<file path="config.mk">
export PLATFORM = sky130hd
export DESIGN_NAME = kmtc_ram
export DESIGN_NICKNAME = d
export VERILOG_FILES = /design/src/rtl/assert_macros.svh /design/src/rtl/kmtc_ram.sv
export SDC_FILE = /design/constraint.sdc
export NUM_CORES = 1
export LEC_CHECK = 0
export ABC_AREA = 1
export BUFFER_PORTS_ARGS = -buffer_cell sky130_fd_sc_hd__buf_2
export CAP_MARGIN = 40
export CORE_AREA = 2 2 320 322
export CTS_CLUSTER_SIZE = 8
export DETAILED_ROUTE_END_ITERATION = 8
export DIE_AREA = 0 0 322 324
export GPL_ROUTABILITY_DRIVEN = 1
export HOLD_SLACK_MARGIN = 0.05
export PLACE_DENSITY = 0.55
export SLEW_MARGIN = 20
export SYNTH_ARGS = -nofsm -noshare
export SYNTH_HDL_FRONTEND = slang
export SYNTH_SLANG_ARGS = --single-unit
</file>
<file path="constraint.sdc">
create_clock -name clk -period 6.1 [get_ports clk]
set_input_delay 0.305 -clock clk [delete_from_list [all_inputs] [get_ports clk]]
set_output_delay 0.305 -clock clk [all_outputs]
set_load 0.01 [all_outputs]
</file>
<file path="src/rtl/assert_macros.svh">
// assertion macros used by the trainer top level
`ifndef ASSERT_MACROS_SVH
`define ASSERT_MACROS_SVH
`ifndef SYNTHESIS
`define KMTC_ASSERT(lbl, prop, msg) \
  lbl: assert property (@(posedge clk) disable iff (!rst_n) prop) else $error(msg);
`define KMTC_ASSERT_ALWAYS(lbl, prop, msg) \
  lbl: assert property (@(posedge clk) prop) else $error(msg);
`else
`define KMTC_ASSERT(lbl, prop, msg)
`define KMTC_ASSERT_ALWAYS(lbl, prop, msg)
`endif
`endif

</file>
<file path="src/rtl/kmtc_ram.sv">
// generic single-write, single-read ram with registered read
module kmtc_ram #(
  parameter int WIDTH = 16,
  parameter int DEPTH = 64
) (
  input  logic                     clk,
  input  logic                     we,
  input  logic [$clog2(DEPTH)-1:0] waddr,
  input  logic [WIDTH-1:0]         wdata,
  input  logic [$clog2(DEPTH)-1:0] raddr,
  output logic [WIDTH-1:0]         rdata
);
  logic [WIDTH-1:0] mem [DEPTH];

  always_ff @(posedge clk) begin
    if (we) begin
      mem[waddr] <= wdata;
    end
    rdata <= mem[raddr];
  end
endmodule

</file>
==> flow_summary_export.csv, run 1 <==
group,metric,value,unit
synth,synth.top_cells.by_count,"1296 x nand2_1, 1024 x edfxtp_1, 871 x nand3_1, 113 x buf_2, 56 x nor2_1",
critical_path,r2r_slack,4560,ps
cts,cts_setup_buffers,0,
sta,holdWs,147,ps
synth,ys_top_cells_by_area,"edfxtp_1 73%, nand2_1 12%, nand3_1 10%",
detailed_routing,wl_per_cell,23.9,um
sta,period_share,0.431,
synth,syn-cell-area,42100,um2
die,die_w,322,um
critical_path,worst_setup_path_end_kind,"register",
sta,rsz0062_at_grt,"no",
sta,finalSetupViolations,0,
cts,cts_tree,"done",
sta,tightestPinTransition,1080,ps
sta,fin_skew,24.6,ps
detailed_routing,initialDrtViolationCount,3201,
outcome,status,"finished clean",
worst_hold_path,min_to,"mem[49][5]$_DFFE_PP_",
critical_path,crit_arrival,3300,ps
die,core-area,101000,um2
critical_path,critPathMaxFanout,192,
global_route,grt_max_degree,215,
placement,dp_hpwl,62.4,mm
run,drv_cap,0,
pwr,powerDensity,341,nW/um2
global_route,grt_antenna_before_repair,9,
worst_hold_path,min_path_type,"primary input to register",
cts,root_buffer,"clkbuf_16",
die,core.rowCount,117,
sta,slew_headroom,0.279,
synth,synth_cell_types,16,
cts,insertion_delay,730,ps
synth,synth-seq-cells,1040,
pwr,ir_worst_vdd,0.000199,V
detailed_routing,ant_nets,0,
synth,ys_seq_area_frac,0.738,
final_layout,syn2layout_area_growth,13.7,%
synth,yosys.area.top_type_share,0.730,
synth,yosys.cell_count.top_type,"nand2_1",
global_route,overflow,0,
pwr,p_leak,17.2,nW
sta,maxSlewViolCount,0,
critical_path,cp-start-kind,"primary input",
critical_path,criticalPathCategory,"primary input to register",
die,die_area,104000,um2
final_layout,nets,3629,
cts,cts.clk_slew.worst_paths,50,ps
global_route,grt_pass1_wl,175,mm
detailed_routing,via_count,27200,
die,io_pins,46,
synth,synth-async-reset-ratio,0,
synth,syn_avg_cell_area,12.0,um2
synth,yosysWarnings,0,
sta,fmax,0.381,GHz
die,start_util,0.417,
cts,cts_sinks,1040,
synth,syn_inst,3517,
synth,yosys.area.top_type,"edfxtp_1",
die,die_y,324,um
sta,tns,0,ps
final_layout,drive_above_1_share,0.0921,
critical_path,rr_worst_depth,8,
sta,finalHoldViolCount,0,
cts,h-tree-depth,4,
detailed_routing,drt-total-wl,118,mm
critical_path,cp_data_required_time,6770,ps
placement,port_buffers,45,
synth,synth_ff_type,"edfxtp_1",
critical_path,r2r_start,"mem[35][6]$_DFFE_PP_",
detailed_routing,drtPass1Iterations,7,
worst_hold_path,min_delay_path_depth,2,
critical_path,reg2reg_to,"rdata[6]$_DFF_P_",
detailed_routing,drc,0,
synth,synth_edf_count,1024,
detailed_routing,vias_per_cell,5.49,
cts,cts_buffer_depth,3,
cts,numCtsBuffers,148,
synth,syn_nets,3547,
placement,gp_congestion,0.772,
global_route,first_global_vias,25400,
sta,fin_crit,2630,ps
worst_hold_path,hp-start,"wdata[5]",
global_route,track_usage,0.229,
-- kinds of logic (layout without fill, tap and decap cells) --
group,after synthesis,in the layout,synth area share
other cells,0,3,0
buf+inv,237,369,0.0354
simple gates,2240,2240,0.227
flops,1040,1040,0.738
-- layer usage --
metal	GRT usage	up-vias	part of all wire
li1	-	12500	-
met3	0.0404	162	0.076
met1	0.346	13500	0.46
met5	0	-	0.00022
met2	0.338	1023	0.44
met4	0.0638	4	0.020
-- registers in the layout, summed over array words and instances (netlist names) --
name	flops
rdata	16
mem	1024
-- power breakdown --
part	leakage (nW)	internal, W	switching (W)
clock	2.00	0.00446	0.00297
sequential	9.35	0.00793	0.0000360
combinational	5.88	0.000224	0.000719
total	17.2	0.0126	0.00372
-- stage by stage --
stage	cell area (um2)	power [W]	worst slack (ps)	instances	utilization
CTS	47800	0.0164	3680	4954	0.473
global placement	43400	0.00902	2840	4746	0.430
finish	47800	0.0163	3470	4961	0.474
floorplan	42100	0.00861	3240	3517	-
global route	47800	0.0168	3340	4958	0.474
detailed placement	43600	0.00904	2910	4754	0.432
-- critical path: stages --
cell and delay, ps:
buf_8 350, buf_12 600, buf_4 720, nand2_1 100, nand3_1 120, nand3_1 90, nand2_1 90, nand2_1 90
nand3_1 190, nand3_1 170, nand2_1 120
-- worst max path at each step --
stage | startpoint | slack, ps | to | cells past startpoint
floorplan | we | 3240 | mem[48][0]$_DFFE_PP_ | 3
global placement | raddr[0] | 2840 | rdata[10]$_DFF_P_ | 11
detailed placement | raddr[0] | 2910 | rdata[10]$_DFF_P_ | 11
CTS | raddr[0] | 3680 | rdata[10]$_DFF_P_ | 11
global route | raddr[0] | 3340 | rdata[10]$_DFF_P_ | 11
finish | raddr[0] | 3470 | rdata[10]$_DFF_P_ | 11
-- layout make-up --
cell class | instances | area (um2)
diodes | 3 | 7.51
clock buffers | 186 | 3910
clock inverters | 14 | 234
fillers | 9002 | 53200
inverters | 12 | 72.6
multi-input cells | 2240 | 9610
flip-flops and latches | 1040 | 31100
well taps | 1309 | 1640
repair buffers | 157 | 1310
-- cells in the final DEF, fill, tap and decap left out, types with 2 or more instances in the layout --
cell type  count
buf_12         7
buf_16         6
buf_2         42
buf_4         97
buf_8          3
clkbuf_1      35
clkbuf_16    151
clkinv_16      2
clkinv_8       4
dfxtp_1       16
diode_2        3
edfxtp_1    1024
inv_1          8
inv_16         5
inv_6          2
nand2_1     1296
nand3_1      871
nand4_1        9
nor2_1        52
nor2_2         3
nor4_2         8
-- timing repair --
item                                    in CTS  in global routing
hold endpoints to repair                     0                  2
endpoints found under the setup margin       0                  0
hold buffers                                 0                  1
resized for setup                            0                  0
(Power assumes the default switching activity.)
==> run 2: changes to the inputs <==
==> constraint.sdc (replaced) <==
create_clock -name clk -period 2.5 [get_ports clk]
set_input_delay 0.125 -clock clk [delete_from_list [all_inputs] [get_ports clk]]
set_output_delay 0.125 -clock clk [all_outputs]
set_load 0.01 [all_outputs]
==> run 2 against run 1 <==
Compared with the run above:
- worst setup slack got worse by 2600 ps
- non-clock buffer count increased by 71
- power increased by 140%
- highest routed layer unchanged
- clock power increased by 140%
- register-to-register slack got worse by 3600 ps
- largest cell class unchanged
==> flow_summary_export.csv, run 2 (synthesized netlist as in run 1, its figures left out) <==
group,metric,value,unit
critical_path,critPathMaxFanout,64,
final_layout,final_design_area_no_fill,48700,um2
pwr,p_leak,17.6,nW
global_route,grt_pass1_wl,177,mm
sta,fin_skew,20.6,ps
detailed_routing,drc,0,
final_layout,syn2layout_area_growth,15.6,%
final_layout,multi_input_area,9600,um2
final_layout,fillers,8866,
final_layout,largest_register_ffs,1024,
detailed_routing,vias_per_cell,5.48,
sta,finalSetupViolations,0,
placement,dp_hpwl,70.6,mm
cts,h-tree-depth,4,
global_route,overflow,0,
worst_hold_path,min_path_type,"primary input to register",
cts,numCtsBuffers,147,
sta,period_share,0.657,
global_route,grt_antenna_before_repair,12,
global_route,track_usage,0.234,
sta,fmax,0.609,GHz
critical_path,r2r_slack,930,ps
detailed_routing,drt-total-wl,122,mm
pwr,powerDensity,819,nW/um2
cts,cts.clk_slew.worst_paths,50,ps
placement,port_buffers,45,
critical_path,r2r_start,"mem[43][6]$_DFFE_PP_",
placement,dpl-instance-area,44400,um2
pwr,ir_worst_vdd,0.000610,V
cts,cts_sinks,1040,
cts,cts_setup_buffers,0,
global_route,grt_max_degree,91,
final_layout,finish.utilization,0.482,
sta,rsz0062_at_grt,"no",
die,io_pins,46,
die,die_w,322,um
critical_path,cp_data_required_time,3170,ps
final_layout,ff_latch_area,31100,um2
worst_hold_path,hp-start,"waddr[2]",
cts,cts_buffer_depth,3,
outcome,status,"finished clean",
critical_path,criticalPathCategory,"primary input to register",
sta,fin_crit,1640,ps
sta,slew_headroom,0.430,
detailed_routing,ant_nets,0,
sta,tightestPinTransition,855,ps
die,start_util,0.417,
die,core-area,101000,um2
critical_path,rr_worst_depth,8,
critical_path,worst_setup_path_end_kind,"register",
cts,holdBufCountCts,17,
final_layout,final_cell_mix,"1296 x nand2_1, 1024 x edfxtp_1, 871 x nand3_1",
final_layout,layout_commonest_cell,"nand2_1",
cts,root_buffer,"clkbuf_16",
global_route,first_global_vias,25400,
final_layout,nets,3699,
final_layout,drive_above_1_share,0.105,
cts,post_cts_resized,0,
die,die_area,104000,um2
die,die_y,324,um
critical_path,cp-start-kind,"primary input",
final_layout,largest_registers,"mem: 1024 flops, rdata: 16 flops",
placement,gp_congestion,0.812,
sta,tns,0,ps
detailed_routing,wl_per_cell,24.2,um
detailed_routing,drtPass1Iterations,8,
final_layout,top_register,"mem",
sta,finalHoldViolCount,0,
detailed_routing,initialDrtViolationCount,3262,
detailed_routing,via_count,27500,
critical_path,reg2reg_to,"rdata[6]$_DFF_P_",
worst_hold_path,min_delay_path_depth,3,
sta,maxSlewViolCount,0,
cts,insertion_delay,750,ps
worst_hold_path,min_to,"mem[50][4]$_DFFE_PP_",
sta,holdWs,81.5,ps
die,core.rowCount,117,
cts,cts_tree,"done",
run,drv_cap,0,
critical_path,crit_arrival,2310,ps
-- run 2: cell count changes in the layout (fill, tap and decap cells not counted), moves of 2 or more --
cell / delta
diode_2: +4
clkbuf_1: -7
buf_12: +33
clkbuf_16: -2
buf_16: -5
buf_4: +28
dlygate4sd3_1: +16
-- run 2: worst max path at each step --
stage	from	to	slack, ps	cells after the start
after floorplan	we	mem[48][0]$_DFFE_PP_	-180	3
after global placement	raddr[0]	rdata[8]$_DFF_P_	360	11
after detailed placement	raddr[0]	rdata[6]$_DFF_P_	360	11
after CTS	rdata[11]$_DFF_P_	rdata[11]	870	1
after global routing	raddr[3]	rdata[5]$_DFF_P_	810	7
final	raddr[3]	rdata[6]$_DFF_P_	860	7
-- run 2: report_power, final --
group	switching, W	internal, W	total [W]
registers	0.0000933	0.0193	0.0194
clock network	0.00722	0.0107	0.0179
logic	0.00185	0.000655	0.00250
total	0.00916	0.0307	0.0399
-- run 2: area by class of cell --
cell class / instances / area share
antenna: 7 / 0.000360
clock buffer: 177 / 0.0788
clock inverter: 12 / 0.00481
inverter: 12 / 0.00147
multi-input combinational: 2240 / 0.197
sequential: 1040 / 0.639
tap: 1309 / 0.0337
timing repair buffer: 228 / 0.0450
-- run 2: routing by layer --
layer / part of all wire / track usage / vias up
li1: - / - / 12700
met1: 0.45 / 0.344 / 13600
met2: 0.45 / 0.348 / 1066
met3: 0.083 / 0.0531 / 170
met4: 0.023 / 0.0647 / 4
met5: 0.00021 / 0 / -
-- run 2: critical path, cell delays in order --
cell           delay (ps)
dlygate4sd3_1         520
buf_2                 170
buf_4                 680
nand2_1               110
nand3_1               160
nand3_1               310
nand2_1               170
-- run 2: stage by stage --
stage | power (W) | instances | worst slack [ps]
2_1_floorplan | 0.0210 | 3517 | -179
3_3_place_gp | 0.0222 | 4810 | 363
3_5_place_dp | 0.0222 | 4812 | 355
4_1_cts | 0.0401 | 5018 | 866
5_1_grt | 0.0410 | 5018 | 805
6_report | 0.0399 | 5025 | 857
